File: src/rtl/tpgac_isqrt.sv
`default_nettype none

module tpgac_isqrt (
    input  wire logic        aclk,
    input  wire logic        aresetn,
    input  wire logic        start,
    input  wire logic [63:0] v_in,
    output logic             done,
    output logic [31:0]      root
);

    logic        busy_reg, busy_next;
    logic        done_reg, done_next;
    logic [63:0] v_reg, v_next;
    logic [63:0] r_reg, r_next;
    logic [63:0] bit_reg, bit_next;
    logic [63:0] trial;

    assign done  = done_reg;
    assign root  = r_reg[31:0];
    assign trial = r_reg + bit_reg;

    always_comb begin
        busy_next = busy_reg;
        done_next = 1'b0;
        v_next    = v_reg;
        r_next    = r_reg;
        bit_next  = bit_reg;
        if (start) begin
            busy_next = 1'b1;
            v_next    = v_in;
            r_next    = '0;
            bit_next  = 64'd1 << 62;
        end else if (busy_reg) begin
            // one result bit per step, two radicand bits
            if (v_reg >= trial) begin
                v_next = v_reg - trial;
                r_next = (r_reg >> 1) + bit_reg;
            end else begin
                r_next = r_reg >> 1;
            end
            bit_next = bit_reg >> 2;
            if (bit_reg == 64'd1) begin
                busy_next = 1'b0;
                done_next = 1'b1;
            end
        end
    end

    always_ff @(posedge aclk) begin
        if (!aresetn) begin
            busy_reg <= 1'b0;
            done_reg <= 1'b0;
        end else begin
            busy_reg <= busy_next;
            done_reg <= done_next;
        end
    end

    always_ff @(posedge aclk) begin
        v_reg   <= v_next;
        r_reg   <= r_next;
        bit_reg <= bit_next;
    end

endmodule

`default_nettype wire

File: config.mk
export PLATFORM = sky130hd
export DESIGN_NAME = tpgac_isqrt
export DESIGN_NICKNAME = d
export VERILOG_FILES = /design/src/rtl/tpgac_isqrt.sv
export SDC_FILE = /design/constraint.sdc
export NUM_CORES = 1
export LEC_CHECK = 0
export BUFFER_PORTS_ARGS = -buffer_cell sky130_fd_sc_hd__buf_2
export CAP_MARGIN = 40
export CORE_ASPECT_RATIO = 1.2
export CORE_MARGIN = 2
export CORE_UTILIZATION = 63
export CTS_CLUSTER_DIAMETER = 60
export DETAILED_ROUTE_END_ITERATION = 12
export PLACE_DENSITY = 0.82
export SYNTH_ARGS = -nofsm -noshare
export SYNTH_HDL_FRONTEND = slang
export SYNTH_SLANG_ARGS = --single-unit
export TNS_END_PERCENT = 5
File: constraint.sdc
create_clock -name aclk -period 10.5 [get_ports aclk]
set_input_delay 1.05 -clock aclk [delete_from_list [all_inputs] [get_ports aclk]]
set_output_delay 1.05 -clock aclk [all_outputs]
set_load 0.02 [all_outputs]
==> results.ini <==
[timing]
finClkSkew_ns = 0.0141
finalSetupViolCount = 0
clock.fmax_ghz = 0.147
relSlewSlack_pct = 37.6
max_slew.worst_pin.slew_ns = 0.936
hold_viol_final = 0
post-route-period-util_pct = 64.7
drv_slew = 0
final.setup.worst_slack_ns = 3.70
rsz0062_at_grt = no
hold_slack_ns = 0.523
finalCriticalPeriod_ns = 6.80
setup_tns_ns = 0

[critical_path]
critical_path.top_delay_family = compound AO/OA/AOI/OAI gates
cpPeakStageDelay_ns = 0.68
start_kind = flip-flop
cp_slowest_cell = buf_4
crit_top_cell = a21oi_1
crit_buf_inv = 1
path_cells = ha_1, a31oi_1, a211oi_2, nand4_1, a21oi_1, a31oi_1, o31ai_2, a21oi_1, o41ai_2, a21oi_1, xor2_1, ha_1, nand4_1, nor4_1, o21ai_1, and2_4, o21ai_4, buf_4
end_kind = flip-flop
critPathKind = flip-flop to flip-flop
cp.required_ns = 10.57
cp_max_fo = 78
worst_ep_arrival_time_ns = 6.87

[placed_design]
pre_cts_ws_ns = 3.89
portBuffers = 99
gp_congestion = 1.02
place_hpwl_um = 36400

[clock_tree]
clkSlewWorstSetupHoldPaths_ns = 0.07
cts.repair.resized = 0
tritoncts = done
cts_sinks = 162
cts_max_level = 4
clk_latency_ns = 0.45
ctsLongestPathBuffers = 2
cts-hold-fix-buffers = 0
cts_buffers = 17
cts_root_buf = clkbuf_16
cts_setup_buffers = 0

[finish]
nFillCells = 2090
multi_input_area_sq_mm = 0.0108
fin_util_pct = 68.2
drive_gt1_share_pct = 8.98
seqCellArea_sq_mm = 0.00389
finalNetCount = 2189
area_growth_pct = 5.79
n_antenna_cell = 0

[logic_synthesis]
synth.cell_area_sq_mm = 0.0155
synth.yosys.warnings = 0
synth-seq-area-share_pct = 25.0
synth_commonest_cells = nand2_1 (243), nor2_1 (193), o21ai_0 (164), a21oi_1 (137), ha_1 (130)
synth_area_leaders = dfxtp_1 (13%), edfxtp_1 (12%), ha_1 (10%)
synth_top_cell_by_area = dfxtp_1
synth_cells = 2011
synth-seq-cells = 162
syn_area_per_cell_sq_um = 7.71
ys.flop_type = dfxtp_1
synth_nets = 2209
netlist.area_leader.share_pct = 12.6
yosysMostFrequentCell = nand2_1
synth_edf_count = 64
yosysUniqueCellTypes = 82
ys_async_sr_fraction_pct = 0

[global_route]
grt_pass1_wl_um = 76300
grt-ovfl-total = 0
grt_start_max_net_pins = 91
grt_pass1_vias = 14825
antenna_found_initial = 0
grt.total_usage_pct = 36.6

[floorplanning]
dieArea_sq_mm = 0.0259
num_io_pins = 100
core-area_sq_mm = 0.0240
placementRows = 62
start_util_pct = 64.5
die_w_um = 147
die_h_um = 176

[power_and_ir_drop]
vdd_ir_drop_max_mv = 0.159
power_mw = 3.57
p_leak_nw = 6.42
power_density_mw_per_mm2 = 218

[routing]
viasPerCell = 6.69
ant_nets = 0
drt_wl_total_um = 48100
routedWlPerCell_um = 20.7
vias = 15543
drt_iter0_markers = 1245
drt_pre_antenna_iters = 8
post-route-drc-count = 0

[min_path]
min_path_type = flip-flop to flip-flop

[flow_run]
max_cap_viol_count = 0

[status]
status = completed

cell families (layout without fill, tap and decap cells):
family                   count (synthesis)  in the layout  synth area share (%)
AO/OA/AOI/OAI                          651            651                  27.2
XOR/XNOR                               141            141                  7.96
adder cells (fa/ha/maj)                131            131                  10.6
buffers and inverters                  184            177                  5.57
flip-flops                             162            162                  25.0
multiplexers                            44             44                  2.88
AND/OR/NAND/NOR                        698            698                  20.7
layout make-up:
cell class / count / area share, %
Tap cell: 320 / 2.44
Inverter: 36 / 0.823
Multi-Input combinational cell: 1665 / 65.7
Timing Repair Buffer: 109 / 3.67
Clock inverter: 15 / 1.13
Sequential cell: 162 / 23.7
Clock buffer: 17 / 2.59
metal layers:
metal	vias to the layer above	GRT usage [%]	routed length, um
met5	-	0	0
met3	180	5.17	3110
li1	7425	-	-
met2	693	65.2	23900
met1	7245	41.7	18300
met4	0	21.6	2890
worst paths after layout:
check / startpoint / to / slack (ns) / cells after the start
worst max register to register: r_reg[2] / v_reg[12] / 3.70 / 18
worst min-delay path: r_reg[0] / r_reg[0] / 0.52 / 2
worst min register to register: r_reg[0] / r_reg[0] / 0.52 / 2
worst max-delay path: r_reg[2] / v_reg[12] / 3.70 / 18
placed cells by master, fill, tap and decap left out, drive strengths merged, types with 25 or more instances in the layout:
| cell | instances |
|---|---|
| a211oi | 37 |
| a21o | 43 |
| a21oi | 137 |
| a311oi | 26 |
| a31oi | 79 |
| buf | 108 |
| dfxtp | 98 |
| edfxtp | 64 |
| ha | 130 |
| inv | 44 |
| mux2i | 39 |
| nand2 | 243 |
| nand3 | 53 |
| nand4 | 55 |
| nor2 | 193 |
| nor3 | 29 |
| o21ai | 169 |
| o21bai | 26 |
| or3 | 25 |
| xnor2 | 63 |
| xor2 | 78 |
power breakdown:
part,internal (mW),switching (mW)
registers,0.831,0.124
logic,0.722,1.22
clock network,0.345,0.324
total,1.90,1.67
tightest hold or removal path: cells and delay by family (launching register included):
kind | cells | cell delay [ns]
AO/OA/AOI/OAI | 1 | 0.06
flip-flops | 1 | 0.33
AND/OR/NAND/NOR | 1 | 0.09
metrics by stage:
| stage | cell area, sq um | cells |
|---|---|---|
| 2_1_floorplan | 15500 | 2011 |
| 3_3_place_gp | 15800 | 2290 |
| 3_5_place_dp | 15800 | 2291 |
| 4_1_cts | 16400 | 2323 |
| 5_1_grt | 16400 | 2324 |
| 6_report | 16400 | 2324 |
(Power assumes the default switching activity.)
