<file path="config.mk">
export PLATFORM = sky130hd
export DESIGN_NAME = tpgac_regs
export DESIGN_NICKNAME = d
export VERILOG_FILES = /design/src/rtl/tpgac_pkg.sv /design/src/rtl/tpgac_regs.sv
export SDC_FILE = /design/constraint.sdc
export NUM_CORES = 1
export LEC_CHECK = 0
export BUFFER_PORTS_ARGS = -buffer_cell sky130_fd_sc_hd__clkbuf_2
export CAP_MARGIN = 20
export CELL_PAD_IN_SITES_DETAIL_PLACEMENT = 1
export CELL_PAD_IN_SITES_GLOBAL_PLACEMENT = 1
export CORE_UTILIZATION = 40
export CTS_CLUSTER_DIAMETER = 50
export CTS_CLUSTER_SIZE = 24
export DETAILED_ROUTE_END_ITERATION = 6
export PLACE_DENSITY_LB_ADDON = 0.05
export SLEW_MARGIN = 15
export SYNTH_ARGS = -nofsm -noshare
export SYNTH_HDL_FRONTEND = slang
export SYNTH_SLANG_ARGS = --single-unit
</file>
<file path="constraint.sdc">
create_clock -name aclk -period 1.8 [get_ports aclk]
set_input_delay 0.18 -clock aclk [delete_from_list [all_inputs] [get_ports aclk]]
set_output_delay 0.18 -clock aclk [all_outputs]
set_load 0.05 [all_outputs]
</file>
<file path="src/rtl/tpgac_pkg.sv">
`default_nettype none

package tpgac_pkg;

    localparam int CORDIC_ITERATIONS_DEF = 16;

    // CORDIC datapath: vectoring inputs are normalized to 2^40, plus growth
    localparam int CORDIC_W = 46;
    localparam logic signed [CORDIC_W-1:0] NORM_LIM = CORDIC_W'(64'sd1 <<< 40);
    localparam logic signed [CORDIC_W-1:0] CORDIC_K_Q30 = CORDIC_W'(64'sd652032874);

    localparam logic signed [31:0] PI_Q28      = 32'sd843314857;
    localparam logic signed [31:0] HALF_PI_Q28 = 32'sd421657428;
    localparam logic signed [31:0] TWO_PI_Q28  = 32'sd1686629713;

    localparam logic [1:0] PH_IDLE = 2'd0;
    localparam logic [1:0] PH_GOAL = 2'd1;
    localparam logic [1:0] PH_EXT  = 2'd2;

    localparam logic [2:0] REG_GOAL_X     = 3'd0;
    localparam logic [2:0] REG_GOAL_Y     = 3'd1;
    localparam logic [2:0] REG_TOLERANCE  = 3'd2;
    localparam logic [2:0] REG_CRUISE     = 3'd3;
    localparam logic [2:0] REG_TURN_GAIN  = 3'd4;
    localparam logic [2:0] REG_EXTEND     = 3'd5;

    typedef struct packed {
        logic signed [31:0] goal_x;
        logic signed [31:0] goal_y;
        logic [15:0]        arrive_tolerance;
        logic [14:0]        cruise_speed;
        logic [15:0]        turn_gain;
        logic [20:0]        extend_distance;
    } cfg_t;

    typedef enum logic { COR_VEC, COR_ROT } cor_mode_t;

    typedef struct packed {
        logic      start;
        cor_mode_t mode;
    } cor_req_t;

    typedef enum logic [2:0] {
        CS_IDLE, CS_NORM, CS_PRE, CS_ITER, CS_FIN
    } cor_state_t;

    typedef enum logic [3:0] {
        MOP_AXX, MOP_AYY, MOP_QYY, MOP_QZZ, MOP_QXX, MOP_QWW, MOP_QXZ,
        MOP_QWY, MOP_QXY, MOP_QWZ, MOP_GAIN, MOP_EXTC, MOP_EXTS
    } mop_t;

    typedef enum logic [3:0] {
        SQ_IDLE, SQ_MUL, SQ_ACC, SQ_NEXT, SQ_SQRT, SQ_DECIDE, SQ_YAW, SQ_YAWW,
        SQ_BRANCH, SQ_HEADW, SQ_WRAP, SQ_ROTW, SQ_OUT
    } seq_state_t;

    function automatic logic signed [31:0] atan_q28(input logic [4:0] idx);
        logic signed [31:0] v;
        case (idx)
            5'd0:  v = 32'sd210828714;
            5'd1:  v = 32'sd124459457;
            5'd2:  v = 32'sd65760959;
            5'd3:  v = 32'sd33381290;
            5'd4:  v = 32'sd16755422;
            5'd5:  v = 32'sd8385879;
            5'd6:  v = 32'sd4193963;
            5'd7:  v = 32'sd2097109;
            5'd8:  v = 32'sd1048571;
            5'd9:  v = 32'sd524287;
            5'd10: v = 32'sd262144;
            5'd11: v = 32'sd131072;
            5'd12: v = 32'sd65536;
            5'd13: v = 32'sd32768;
            5'd14: v = 32'sd16384;
            5'd15: v = 32'sd8192;
            5'd16: v = 32'sd4096;
            5'd17: v = 32'sd2048;
            5'd18: v = 32'sd1024;
            5'd19: v = 32'sd512;
            5'd20: v = 32'sd256;
            5'd21: v = 32'sd128;
            5'd22: v = 32'sd64;
            5'd23: v = 32'sd32;
            default: v = 32'sd0;
        endcase
        return v;
    endfunction

endpackage

`default_nettype wire

</file>
<file path="src/rtl/tpgac_regs.sv">
`default_nettype none

module tpgac_regs (
    input  wire logic              aclk,
    input  wire logic              aresetn,
    input  wire logic              psel,
    input  wire logic              penable,
    input  wire logic              pwrite,
    input  wire logic [4:0]        paddr,
    input  wire logic [31:0]       pwdata,
    output logic [31:0]            prdata,
    output tpgac_pkg::cfg_t        cfg
);

    tpgac_pkg::cfg_t cfg_reg;
    logic [2:0]      idx;
    logic            wr_en;

    assign idx   = paddr[4:2];
    assign wr_en = psel && penable && pwrite;
    assign cfg   = cfg_reg;

    always_ff @(posedge aclk) begin
        if (!aresetn) begin
            cfg_reg.goal_x           <= '0;
            cfg_reg.goal_y           <= '0;
            cfg_reg.arrive_tolerance <= 16'd3277;
            cfg_reg.cruise_speed     <= 15'd410;
            cfg_reg.turn_gain        <= 16'd6144;
            cfg_reg.extend_distance  <= 21'd19661;
        end else if (wr_en) begin
            case (idx)
                tpgac_pkg::REG_GOAL_X:    cfg_reg.goal_x           <= $signed(pwdata);
                tpgac_pkg::REG_GOAL_Y:    cfg_reg.goal_y           <= $signed(pwdata);
                tpgac_pkg::REG_TOLERANCE: cfg_reg.arrive_tolerance <= pwdata[15:0];
                tpgac_pkg::REG_CRUISE:    cfg_reg.cruise_speed     <= pwdata[14:0];
                tpgac_pkg::REG_TURN_GAIN: cfg_reg.turn_gain        <= pwdata[15:0];
                tpgac_pkg::REG_EXTEND:    cfg_reg.extend_distance  <= pwdata[20:0];
                default: ;
            endcase
        end
    end

    always_comb begin
        case (idx)
            tpgac_pkg::REG_GOAL_X:    prdata = cfg_reg.goal_x;
            tpgac_pkg::REG_GOAL_Y:    prdata = cfg_reg.goal_y;
            tpgac_pkg::REG_TOLERANCE: prdata = 32'(cfg_reg.arrive_tolerance);
            tpgac_pkg::REG_CRUISE:    prdata = 32'(cfg_reg.cruise_speed);
            tpgac_pkg::REG_TURN_GAIN: prdata = 32'(cfg_reg.turn_gain);
            tpgac_pkg::REG_EXTEND:    prdata = 32'(cfg_reg.extend_distance);
            default:                  prdata = '0;
        endcase
    end

endmodule

`default_nettype wire

</file>
==> flow_metrics.env <==
export IMPL_status="complete, no violations"
export IMPL_grt_overflow_total=0
export IMPL_pin_count=206
export IMPL_cts_buffers=17
export IMPL_worst_hold_slack_ps=13.10
export IMPL_gp_congestion=0.8336
export IMPL_powerDensity_nw_per_um2=917.7
export IMPL_die_area_um2=15500
export IMPL_final_nets=874
export IMPL_dp_slack_ps=21.08
export IMPL_clkTransAtPathRegs_ps=60
export IMPL_slowest_stage="dfxtp_1"
export IMPL_hold_path_class="input port to register"
export IMPL_drt_wirelength_per_cell_um=19.05
export IMPL_required_ps=1620
export IMPL_drv_slew=0
export IMPL_grt_pass1_vias=5712
export IMPL_vias=5505
export IMPL_crit_fanout=3
export IMPL_avgSynthCellArea_um2=9.586
export IMPL_synth_fp_nets=668
export IMPL_drv_cap=0
export IMPL_dr_pass1_iters=4
export IMPL_ys_ff_latch=132
export IMPL_synth_edf_count=0
export IMPL_core_um2=14590
export IMPL_dieHeight_um=124.5
export IMPL_worstHoldStart="pwdata[23]"
export IMPL_worstMarginPinSlew_ps=471.2
export IMPL_grt_usage_pct=25.59
export IMPL_largest_reg_flops=132
export IMPL_max_freq_ghz=0.5679
export IMPL_numPortBuffers=203
export IMPL_drt_wl_total_um=19600
export IMPL_async_flop_share_pct=0
export IMPL_critPathMaxStageDelay_ps=340
export IMPL_finalSetupViolCount=0
export IMPL_fin_area_um2=8084
export IMPL_cts_root_buffer="clkbuf_16"
export IMPL_cts_max_path_buffers=2
export IMPL_drc=0
export IMPL_dp_final_hpwl_um=14030
export IMPL_viasPerCell=5.350
export IMPL_synthCells=626
export IMPL_grt_max_degree=52
export IMPL_r2r_start="cfg[59]$_SDFFE_PN1P_"
export IMPL_clock_latency_ps=420
export IMPL_criticalPathCategory="register to output pin"
export IMPL_ir_drop_uv=687.8
export IMPL_first_iter_violations=215
export IMPL_yosys_warnings=0
export IMPL_yosysSeqAreaShare_pct=44.04
export IMPL_place_area_um2=7428
export IMPL_area_growth_pct=34.72
export IMPL_synth_distinct_cells=30
export IMPL_rows=44
export IMPL_grt_pass1_wl_um=31050
export IMPL_tritoncts="built"
export IMPL_endpoint_kind="output pin"
export IMPL_power_leakage_nw=3.614
export IMPL_finalCritPeriodShare_pct=97.82
export IMPL_drive_above_1_share_pct=36.69
export IMPL_clock_skew_ps=0
export IMPL_slew_headroom_pct=68.51
export IMPL_htreeDepth=4
export IMPL_syn_area_um2=6001
export IMPL_n_antenna_cell=0
export IMPL_worstSetupStartpoint="cfg[115]$_SDFFE_PN0P_"
export IMPL_initial_core_util_pct=41.13
export IMPL_fin_ws_ps=39.19
export IMPL_synth_flop_cell="dfxtp_1"
export IMPL_antenna_found_initial=0
export IMPL_fin_crit_ps=1761
export IMPL_hold_viol=0
export IMPL_start_kind="register"
export IMPL_cts_sinks=132
export IMPL_rsz0062_at_grt="yes"
export IMPL_die_x_um=124.5
export IMPL_cp_cell_sequence="mux2_2 > a221oi_2 > nor2_2 > clkbuf_4"
export IMPL_ant_nets=0
export IMPL_cp_arrival_ps=1580
[cell type report]
class	instances	area (µm²)
Timing Repair Buffer	239	1474
Tap cell	184	230.2
Multi-Input combinational cell	429	3052
Clock buffer	23	488.0
Inverter	13	48.80
Clock inverter	9	148.9
Sequential cell	132	2643
Fill cell	1694	6505
[cell usage in the layout (no fill, tap or decap), drive strengths merged, types with 3 or more instances in the layout]
master	instances
clkbuf	217
nand2	142
mux2i	138
dfxtp	132
buf	45
o21ai	32
mux2	26
nor2	22
a22oi	18
inv	13
o211ai	13
o311ai	9
a221oi	6
clkinv	5
a21oi	5
o22a	4
bufinv	4
nand2b	3
or2	3
[repair_timing]
item / 4_1_cts / 5_1_grt
resized for setup: 2 / 7
hold buffers: 0 / 0
setup buffers: 0 / 0
pin swaps: 0 / 0
setup endpoints to repair: 2 / 11
[where the power goes]
| part | total, mW | switching [mW] | internal (mW) |
|---|---|---|---|
| Sequential | 2.97 | 0.0209 | 2.95 |
| Combinational | 0.722 | 0.483 | 0.239 |
| Clock | 3.73 | 1.27 | 2.46 |
[through the flow]
stage | total power, mW | cells | TNS [ps] | util (%)
4_1_cts | 7.468 | 1029 | 0 | 55.30
3_3_place_gp | 3.729 | 997 | 0 | 50.92
6_report | 7.418 | 1029 | 0 | 55.41
5_1_grt | 7.646 | 1029 | -21.49 | 55.41
3_5_place_dp | 3.745 | 997 | 0 | 50.92
2_1_floorplan | 3.482 | 626 | -536.6 | -
[final timing paths]
path	end	slack [ps]	cells after the start
setup / recovery	prdata[15]	40	4
hold / removal	cfg[123]$_SDFFE_PN0P_	10	3
setup reg to reg	cfg[59]$_SDFFE_PN1P_	1070	2
hold reg to reg	cfg[114]$_SDFFE_PN0P_	470	2
[cell usage after synthesis, drive strengths merged (2+ instances only)]
cell type / instances / share of area (%)
or2: 3 / 0.31
a221oi: 6 / 0.88
nor2: 22 / 1.8
dfxtp: 132 / 44
a21oi: 5 / 0.42
o311ai: 9 / 1.3
o21ai: 32 / 2.7
mux2i: 138 / 23
inv: 13 / 0.81
nand2b: 3 / 0.31
buf: 26 / 3.2
o22a: 4 / 0.58
a2bb2oi: 2 / 0.29
a22oi: 18 / 2.3
nand2: 142 / 8.9
o211ai: 13 / 1.6
clkbuf: 26 / 1.6
mux2: 26 / 4.9
[metal layers]
| layer | vias up | share of wire [%] | track usage, % | wire (µm) |
|---|---|---|---|---|
| met2 | 172 | 50 | 44.59 | 9844 |
| met5 | - | 0 | 0 | 0 |
| met4 | 0 | 1.6 | 8.505 | 321 |
| met3 | 27 | 5.8 | 6.529 | 1142 |
| li1 | 2596 | - | - | - |
| met1 | 2710 | 42 | 30.41 | 8294 |
[logic make-up after synthesis]
kind of cell,share of synthesized area [%]
compound gates,10.15
buf+inv,5.671
flops,44.04
mux,27.90
simple gates,12.24
[worst max-delay path, delay by kind of cell (launching register included)]
family,cells,cell delay [ps]
buffers and inverters,1,210
AND/OR/NAND/NOR,1,70
multiplexers,1,280
AO/OA/AOI/OAI,1,260
flip-flops,1,340
No activity file was read; power rests on OpenSTA's default activity.
