--- src/rtl/tpgac_pkg.sv ---
`default_nettype none

package tpgac_pkg;

    localparam int CORDIC_ITERATIONS_DEF = 16;

    // CORDIC datapath: vectoring inputs are normalized to 2^40, plus growth
    localparam int CORDIC_W = 46;
    localparam logic signed [CORDIC_W-1:0] NORM_LIM = CORDIC_W'(64'sd1 <<< 40);
    localparam logic signed [CORDIC_W-1:0] CORDIC_K_Q30 = CORDIC_W'(64'sd652032874);

    localparam logic signed [31:0] PI_Q28      = 32'sd843314857;
    localparam logic signed [31:0] HALF_PI_Q28 = 32'sd421657428;
    localparam logic signed [31:0] TWO_PI_Q28  = 32'sd1686629713;

    localparam logic [1:0] PH_IDLE = 2'd0;
    localparam logic [1:0] PH_GOAL = 2'd1;
    localparam logic [1:0] PH_EXT  = 2'd2;

    localparam logic [2:0] REG_GOAL_X     = 3'd0;
    localparam logic [2:0] REG_GOAL_Y     = 3'd1;
    localparam logic [2:0] REG_TOLERANCE  = 3'd2;
    localparam logic [2:0] REG_CRUISE     = 3'd3;
    localparam logic [2:0] REG_TURN_GAIN  = 3'd4;
    localparam logic [2:0] REG_EXTEND     = 3'd5;

    typedef struct packed {
        logic signed [31:0] goal_x;
        logic signed [31:0] goal_y;
        logic [15:0]        arrive_tolerance;
        logic [14:0]        cruise_speed;
        logic [15:0]        turn_gain;
        logic [20:0]        extend_distance;
    } cfg_t;

    typedef enum logic { COR_VEC, COR_ROT } cor_mode_t;

    typedef struct packed {
        logic      start;
        cor_mode_t mode;
    } cor_req_t;

    typedef enum logic [2:0] {
        CS_IDLE, CS_NORM, CS_PRE, CS_ITER, CS_FIN
    } cor_state_t;

    typedef enum logic [3:0] {
        MOP_AXX, MOP_AYY, MOP_QYY, MOP_QZZ, MOP_QXX, MOP_QWW, MOP_QXZ,
        MOP_QWY, MOP_QXY, MOP_QWZ, MOP_GAIN, MOP_EXTC, MOP_EXTS
    } mop_t;

    typedef enum logic [3:0] {
        SQ_IDLE, SQ_MUL, SQ_ACC, SQ_NEXT, SQ_SQRT, SQ_DECIDE, SQ_YAW, SQ_YAWW,
        SQ_BRANCH, SQ_HEADW, SQ_WRAP, SQ_ROTW, SQ_OUT
    } seq_state_t;

    function automatic logic signed [31:0] atan_q28(input logic [4:0] idx);
        logic signed [31:0] v;
        case (idx)
            5'd0:  v = 32'sd210828714;
            5'd1:  v = 32'sd124459457;
            5'd2:  v = 32'sd65760959;
            5'd3:  v = 32'sd33381290;
            5'd4:  v = 32'sd16755422;
            5'd5:  v = 32'sd8385879;
            5'd6:  v = 32'sd4193963;
            5'd7:  v = 32'sd2097109;
            5'd8:  v = 32'sd1048571;
            5'd9:  v = 32'sd524287;
            5'd10: v = 32'sd262144;
            5'd11: v = 32'sd131072;
            5'd12: v = 32'sd65536;
            5'd13: v = 32'sd32768;
            5'd14: v = 32'sd16384;
            5'd15: v = 32'sd8192;
            5'd16: v = 32'sd4096;
            5'd17: v = 32'sd2048;
            5'd18: v = 32'sd1024;
            5'd19: v = 32'sd512;
            5'd20: v = 32'sd256;
            5'd21: v = 32'sd128;
            5'd22: v = 32'sd64;
            5'd23: v = 32'sd32;
            default: v = 32'sd0;
        endcase
        return v;
    endfunction

endpackage

`default_nettype wire

--- src/rtl/tpgac_cordic.sv ---
`default_nettype none

module tpgac_cordic #(
    parameter int CORDIC_ITERATIONS = tpgac_pkg::CORDIC_ITERATIONS_DEF
) (
    input  wire logic                                aclk,
    input  wire logic                                aresetn,
    input  wire tpgac_pkg::cor_req_t                 req,
    input  wire logic signed [tpgac_pkg::CORDIC_W-1:0] x_in,
    input  wire logic signed [tpgac_pkg::CORDIC_W-1:0] y_in,
    input  wire logic signed [31:0]                  z_in,
    output logic                                     done,
    output logic signed [tpgac_pkg::CORDIC_W-1:0]    x_out,
    output logic signed [tpgac_pkg::CORDIC_W-1:0]    y_out,
    output logic signed [31:0]                       z_out
);

    localparam int CNTW = $clog2(CORDIC_ITERATIONS);

    tpgac_pkg::cor_state_t st_reg, st_next;
    tpgac_pkg::cor_mode_t  mode_reg, mode_next;
    logic                  neg_reg, neg_next;
    logic                  done_reg, done_next;
    logic [CNTW-1:0]       cnt_reg, cnt_next;
    logic signed [tpgac_pkg::CORDIC_W-1:0] x_reg, x_next, y_reg, y_next, xs, ys;
    logic signed [31:0]    z_reg, z_next, at;
    logic                  small_xy, rot_pos;

    assign done  = done_reg;
    assign x_out = x_reg;
    assign y_out = y_reg;
    assign z_out = z_reg;

    assign xs = x_reg >>> cnt_reg;
    assign ys = y_reg >>> cnt_reg;
    assign at = tpgac_pkg::atan_q28(5'(cnt_reg));
    assign small_xy = (x_reg < tpgac_pkg::NORM_LIM) && (x_reg > -tpgac_pkg::NORM_LIM) &&
                      (y_reg < tpgac_pkg::NORM_LIM) && (y_reg > -tpgac_pkg::NORM_LIM);
    // rotate toward positive angle: vectoring drives y to zero, rotation drives z
    assign rot_pos = (mode_reg == tpgac_pkg::COR_VEC) ? !(y_reg > 0) : (z_reg >= 0);

    always_comb begin
        st_next   = st_reg;
        mode_next = mode_reg;
        neg_next  = neg_reg;
        done_next = 1'b0;
        cnt_next  = cnt_reg;
        x_next    = x_reg;
        y_next    = y_reg;
        z_next    = z_reg;
        case (st_reg)
            tpgac_pkg::CS_IDLE: begin
                if (req.start) begin
                    mode_next = req.mode;
                    neg_next  = 1'b0;
                    if (req.mode == tpgac_pkg::COR_VEC) begin
                        x_next = x_in;
                        y_next = y_in;
                        z_next = '0;
                        if (x_in == 0 && y_in == 0) begin
                            done_next = 1'b1;
                        end else begin
                            st_next = tpgac_pkg::CS_NORM;
                        end
                    end else begin
                        x_next  = tpgac_pkg::CORDIC_K_Q30;
                        y_next  = '0;
                        z_next  = z_in;
                        st_next = tpgac_pkg::CS_PRE;
                    end
                end
            end
            tpgac_pkg::CS_NORM: begin
                if (small_xy) begin
                    x_next = x_reg <<< 1;
                    y_next = y_reg <<< 1;
                end else begin
                    st_next = tpgac_pkg::CS_PRE;
                end
            end
            tpgac_pkg::CS_PRE: begin
                cnt_next = '0;
                st_next  = tpgac_pkg::CS_ITER;
                if (mode_reg == tpgac_pkg::COR_VEC) begin
                    if (x_reg < 0) begin
                        if (y_reg >= 0) begin
                            x_next = y_reg;
                            y_next = -x_reg;
                            z_next = tpgac_pkg::HALF_PI_Q28;
                        end else begin
                            x_next = -y_reg;
                            y_next = x_reg;
                            z_next = -tpgac_pkg::HALF_PI_Q28;
                        end
                    end
                end else if (z_reg > tpgac_pkg::HALF_PI_Q28) begin
                    z_next   = z_reg - tpgac_pkg::PI_Q28;
                    neg_next = 1'b1;
                end else if (z_reg < -tpgac_pkg::HALF_PI_Q28) begin
                    z_next   = z_reg + tpgac_pkg::PI_Q28;
                    neg_next = 1'b1;
                end
            end
            tpgac_pkg::CS_ITER: begin
                if (rot_pos) begin
                    x_next = x_reg - ys;
                    y_next = y_reg + xs;
                    z_next = z_reg - at;
                end else begin
                    x_next = x_reg + ys;
                    y_next = y_reg - xs;
                    z_next = z_reg + at;
                end
                if (cnt_reg == CNTW'(CORDIC_ITERATIONS - 1)) begin
                    st_next = tpgac_pkg::CS_FIN;
                end else begin
                    cnt_next = cnt_reg + 1'b1;
                end
            end
            tpgac_pkg::CS_FIN: begin
                // undo the half-turn taken out before rotating
                if (neg_reg) begin
                    x_next = -x_reg;
                    y_next = -y_reg;
                end
                done_next = 1'b1;
                st_next   = tpgac_pkg::CS_IDLE;
            end
            default: st_next = tpgac_pkg::CS_IDLE;
        endcase
    end

    always_ff @(posedge aclk) begin
        if (!aresetn) begin
            st_reg   <= tpgac_pkg::CS_IDLE;
            done_reg <= 1'b0;
        end else begin
            st_reg   <= st_next;
            done_reg <= done_next;
        end
    end

    always_ff @(posedge aclk) begin
        mode_reg <= mode_next;
        neg_reg  <= neg_next;
        cnt_reg  <= cnt_next;
        x_reg    <= x_next;
        y_reg    <= y_next;
        z_reg    <= z_next;
    end

endmodule

`default_nettype wire

--- config.mk ---
export PLATFORM = sky130hd
export DESIGN_NAME = tpgac_cordic
export DESIGN_NICKNAME = d
export VERILOG_FILES = /design/src/rtl/tpgac_pkg.sv /design/src/rtl/tpgac_cordic.sv
export SDC_FILE = /design/constraint.sdc
export NUM_CORES = 1
export LEC_CHECK = 0
export BUFFER_PORTS_ARGS = -buffer_cell sky130_fd_sc_hd__buf_2
export CAP_MARGIN = 20
export CORE_AREA = 2 2 225 271
export CTS_CLUSTER_SIZE = 40
export DETAILED_ROUTE_END_ITERATION = 8
export DIE_AREA = 0 0 227 273
export HOLD_SLACK_MARGIN = 0.15
export REMOVE_ABC_BUFFERS = 1
export SLEW_MARGIN = 20
export SYNTH_ARGS = -nofsm -noshare
export SYNTH_HDL_FRONTEND = slang
export SYNTH_SLANG_ARGS = --single-unit
--- constraint.sdc ---
create_clock -name aclk -period 10.17 [get_ports aclk]
set_input_delay 0.5085 -clock aclk [delete_from_list [all_inputs] [get_ports aclk]]
set_output_delay 0.5085 -clock aclk [all_outputs]
set_load 0.01 [all_outputs]
==> results.ini, run 1 <==
[run_status]
status=finished, violations left
violations=design-rule violations

[setup_path]
timing.critical_path.buf_inv=3
cpMaxStageDelayCell=a2111oi_0
timing.rr.start=y_out[1]
crit_arrival_ns=8.43
timing.critical_path.cells=inv_1 > ha_1 > or4b_1 > nand2b_1 > buf_4 > nor4_1 > a31oi_1 > mux2_2 > buf_4 > nor2_1 > a21oi_1 > fa_1 > a21o_1 > a21o_1 > a2111oi_0 > or4_1 > and4_1 > o41ai_1 > o31ai_1 > o41ai_1 > xnor2_1 > o221ai_1
start_kind=flip-flop
critPathMaxStageDelay_ns=0.88
crit_start=y_out[1]
critPathCaptureType=flip-flop
rr_worst_depth=22
endpoint=x_out[40]
critical_path_s_top_delay_family=compound AO/OA/AOI/OAI gates
crit-reg2reg-capture=x_out[40]
critical_path_cell_count=22
setup_slack_of_the_worst_register_to_register_path_ns=1.98
critPathKind=flip-flop to flip-flop
critPathRequiredTime_ns=10.40
crit_fanout=33

[synthesis]
avgSynthCellArea_sq_um=8.12
seq_area_frac_synth_pct=17.1
post_synth_and_or_nand_nor_area_fraction_pct=18.2
synth.lib_cells_used.distinct=88
synth_seq_cells=161
largest_family_of_logic_cells_by_synthesized_area=compound AO/OA/AOI/OAI gates
post_synth_instance_area_sq_um=26500
syn-instance-count=3257
warnings_from_yosys=0
synth_flop_cell=edfxtp_1
synth_mux_area_share_pct=13.9
synth_compound_gate_area_share_pct=26.3
post_synth_fa_ha_maj_area_fraction_pct=8.62
synthArstFlopShare_pct=0
post_synth_xor_area_fraction_pct=10.8
number_of_enable_flip_flop_cells_after_synthesis=130

[clock_tree]
ctsResizeCount=0
setup_buffers_after_cts=0
cts_buffers=17
h-tree-depth=4
count_of_hold_fix_buffers_inserted_at_cts=0
worst_case_clock_buffer_depth=2
worst_setup_hold_path_clk_slew_ns=0.08
cts_tree=done
clock_insertion_delay_worst_skew_ns=0.53
numClockSinks=161
cts-root-buf=clkbuf_16

[timing]
setup_repair_after_global_routing_missed_its_margin=false
setup_total_negative_slack_ns=0
worst_slew_pin_slew_ns=1.21
timing.slew.headroom_pct=18.7
final_period_minus_worst_setup_slack_ns=8.19
finalHoldViolations=0
maxSlewViolCount=0
post-route-period-util_pct=80.6
fmax_mhz=122
final.setup_skew_ns=0.0209
report.final.setup_viol=0

[die]
die_w_um=227
die_height_um=273
ioPinCount=253
die-area_sq_um=62000
floorplan.rows=98
floorplan.initialDensity_pct=44.6
core_area_sq_um=59300

[worst_hold_path]
worstHoldPathType=primary input to flip-flop
timing.hold.worst.start=req[0]

[place]
routabilityCongestion=1.01
io_buffer_count=252
post_dp_cell_area_sq_um=28200
dpl_wire_length_mm=92.5

[finish]
final_design_area_no_fill_sq_um=28800
syn2layout_area_growth_pct=8.78
drive_gt1_share_pct=16.0
most-common-layout-cells=nand2_1 (295), a21oi_1 (268), buf_2 (253)
final_common_cell=nand2_1
fin_nets=3635
antenna_cells_inserted=0

[global_route]
antenna_violations_before_repair=5
first_pass_grt_wire_length_mm=177
grt-ovfl-total=0
grt_usage_pct=38.2
maximum_number_of_pins_on_one_net_before_global_route_repair=72
grt_pass1_vias=26834

[route]
drt-pass1-iter-count=9
detail-route-antenna-nets=0
drcViolationCount=1
post_drt_via_cell_ratio=6.93
avgRoutedWirePerCell_um=29.5
drt-initial-drc-count=3999
final_routed_wirelength_across_all_metal_layers_mm=122
num_vias=28690

[flow_run]
maxCapViolations=0

[cell type report]
| cell class | count | area (sq um) |
|---|---|---|
| clock buffers | 21 | 492 |
| repair buffers | 311 | 1720 |
| well taps | 800 | 1000 |
| multi-input cells | 2769 | 20700 |
| flip-flops and latches | 161 | 4520 |
| fillers | 5901 | 30600 |
| inverters | 67 | 251 |
| clock inverters | 11 | 114 |
[synthesized netlist by cell type (39+ instances only)]
master | number | share of area [%]
a21oi_1 | 268 | 5.1
nand2_1 | 296 | 4.2
o21ai_0 | 203 | 3.8
ha_1 | 176 | 8.3
edfxtp_1 | 130 | 15
xor2_1 | 138 | 4.6
nand3_1 | 62 | 1.2
nor3_1 | 73 | 1.4
xnor2_1 | 188 | 6.2
nand2b_1 | 46 | 1.1
a222oi_1 | 62 | 2.3
mux2_2 | 46 | 2.0
inv_1 | 65 | 0.92
nor4_1 | 54 | 1.3
nor2_1 | 235 | 3.3
clkbuf_1 | 197 | 2.8
a21o_1 | 76 | 2.2
a31oi_1 | 39 | 0.92
mux4_2 | 94 | 8.0
mux2i_1 | 105 | 4.0
[worst min path at each step]
stage	to	cells past startpoint	slack, ns
floorplan	mode_reg	0	0.61
global placement	z_out[0]	1	0.75
detailed placement	mode_reg	1	0.75
CTS	mode_reg	1	0.20
global route	mode_reg	1	0.23
finish	mode_reg	1	0.23
[layer usage]
layer	global-route usage [%]	share of wire [%]	up-vias
li1	-	-	12651
met1	48.0	39	13937
met2	59.8	45	1712
met3	7.01	8.6	382
met4	24.9	7.5	8
met5	0	0.039	-
[cell families (layout without fill, tap and decap cells)]
| kind of cell | Yosys count | count (layout) |
|---|---|---|
| AOI/OAI and AO/OA | 1033 | 1033 |
| and+or+nand+nor | 985 | 985 |
| buffers and inverters | 327 | 410 |
| xor gates and xnor gates | 326 | 326 |
| muxes | 245 | 245 |
| adders and majority gates | 180 | 180 |
| DFF | 161 | 161 |
[stage by stage]
| stage | std cells | utilization [%] | setup slack (ns) | hold slack, ns |
|---|---|---|---|---|
| 2_1_floorplan | 2997 | - | 0.142 | 0.607 |
| 3_5_place_dp | 4107 | 47.5 | 2.09 | 0.751 |
| 6_report | 4140 | 48.5 | 1.98 | 0.226 |
| 5_1_grt | 4140 | 48.5 | 1.57 | 0.228 |
| 4_1_cts | 4139 | 48.5 | 2.02 | 0.198 |
| 3_3_place_gp | 4106 | 47.4 | 2.20 | 0.748 |
Power of run 1 is not shown: default switching activity piles up to over one toggle a cycle in this logic, so the estimate is an artifact.
==> run 2: changes to the inputs <==
- clock period: 10.17 -> 7.8 ns (I/O delays scaled with it)
==> run 2 against run 1 <==
Net effect:
- the run still ends with design-rule violations left
- global-route usage up 1.4 points
- worst hold slack got worse by 0.049 ns
- first-iteration DRC count down 3.3%
- critical path depth is the same
- register-to-register slack worse by 1.7 ns
- non-clock buffer count is 65 higher
- critical path type unchanged
- largest cell class unchanged
==> results.ini, run 2 (synthesis results as in run 1) <==
[finish]
syn2layout_area_growth_pct=10.9
most-common-layout-cells=nand2_1 (295), a21oi_1 (268), buf_2 (252)
layout.core_utilization_pct=49.4
final_common_cell=nand2_1
fin_nets=3700
drive_gt1_share_pct=17.7
instances_no_fill=4206

[die]
core_area_sq_um=59300
ioPinCount=253
die_w_um=227
floorplan.initialDensity_pct=44.6
die_height_um=273
floorplan.rows=98
die-area_sq_um=62000

[clock_tree]
numClockSinks=161
h-tree-depth=4
clock_insertion_delay_worst_skew_ns=0.52
cts-root-buf=clkbuf_16
worst_case_clock_buffer_depth=2
cts_tree=done
worst_setup_hold_path_clk_slew_ns=0.08
setup_buffers_after_cts=0
cts_buffers=17

[global_route]
first_pass_grt_wire_length_mm=182
maximum_number_of_pins_on_one_net_before_global_route_repair=89
grt-ovfl-total=0
grt_usage_pct=39.6
grt_pass1_vias=27392
antenna_violations_before_repair=7

[route]
drt-pass1-iter-count=9
post_drt_via_cell_ratio=6.90
drcViolationCount=1
avgRoutedWirePerCell_um=30.0
num_vias=29042
drt-initial-drc-count=3867
detail-route-antenna-nets=0
final_routed_wirelength_across_all_metal_layers_mm=126

[place]
io_buffer_count=252
routabilityCongestion=1.02
dp.cells=4170
dpl_wire_length_mm=97.2
dp_worst_slack_ns=0.273

[timing]
final.setup_skew_ns=0.0223
finalHoldViolations=0
final_critical_path_setup_slack_ns=0.258
worst_slew_pin_slew_ns=1.34
setup_repair_after_global_routing_missed_its_margin=false
post-route-period-util_pct=96.7
hold_slack_ns=0.177
final_period_minus_worst_setup_slack_ns=7.54
fmax_mhz=133
maxSlewViolCount=0
report.final.setup_viol=0
timing.slew.headroom_pct=9.79

[setup_path]
critPathRequiredTime_ns=8.03
crit_fanout=8
critPathCaptureType=flip-flop
critPathKind=flip-flop to flip-flop
timing.critical_path.cells=inv_1 > ha_1 > or4b_1 > nand2b_1 > nor4_1 > buf_4 > a31oi_1 > mux2i_4 > a21oi_1 > xnor2_1 > ha_1 > a211oi_1 > o21ai_0 > and2_1 > o31ai_1 > buf_4 > nand3_1 > a41oi_1 > o21ai_0 > a221oi_1 > xor2_1 > o211ai_1
critPathMaxStageDelay_ns=0.69
crit_arrival_ns=7.77
cpMaxStageDelayCell=o31ai_1
start_kind=flip-flop

[run_status]
violations=design-rule violations
status=finished, violations left

[flow_run]
maxCapViolations=0

[worst_hold_path]
worstHoldPathType=primary input to flip-flop

run 2: cell types whose count changed in the layout (fill, tap and decap cells not counted), moves of 2 or more:
cell / previous run / this run
buf_4: 56 / 115
buf_12: 1 / 6
inv_4: 1 / 5
clkbuf_8: 3 / 1
diode_2: 0 / 2
dlygate4sd3_1: 0 / 2
nor4_1: 53 / 51
nor4_2: 2 / 4
run 2: stage by stage:
stage,setup TNS [ns],area [sq um]
floorplan,-59.01,25400
CTS,0,29300
detailed placement,0,28700
finish,0,29300
global route,0,29300
global placement,0,28700
run 2: routing by layer:
layer  GRT usage (%)  vias up  share of wire (%)
met1            48.9    13981                 37
met2            62.4     1824                 45
met3            7.33      428                9.2
met5               0        -              0.046
li1                -    12799                  -
met4            27.3       10                8.0
run 2: path summary, 6_finish.rpt:
kind	slack, ns	cells after the start	startpoint	endpoint
max	0.26	22	y_out[1]	y_out[34]
min	0.18	2	z_in[8]	z_out[8]
max reg2reg	0.26	22	y_out[1]	y_out[34]
min reg2reg	0.78	1	z_out[0]	z_out[0]
run 2: worst max-delay path, delay by kind of cell (launching register included):
| kind | cells | cell delay (ns) |
|---|---|---|
| compound gates | 9 | 2.99 |
| simple gates | 5 | 1.65 |
| buf+inv | 3 | 0.64 |
| fa+ha+maj | 2 | 0.58 |
| flops | 1 | 0.51 |
| mux | 1 | 0.46 |
| xor+xnor | 2 | 0.43 |
run 2: layout make-up:
cell class                      instances  area (sq um)
Fill cell                            5876         30000
Multi-Input combinational cell       2769         20700
Sequential cell                       161          4520
Timing Repair Buffer                  376          2270
Tap cell                              800          1000
Clock buffer                           20           489
Inverter                               67           251
Clock inverter                         11          86.3
Antenna cell                            2          5.00
run 2: timing repair:
item                                    in CTS  in global routing
endpoints found under the setup margin       0                  3
hold buffers                                 2                  0
gates resized for setup                      0                  4
endpoints found under the hold margin        4                  0
Power of run 2 is left out for the same reason.
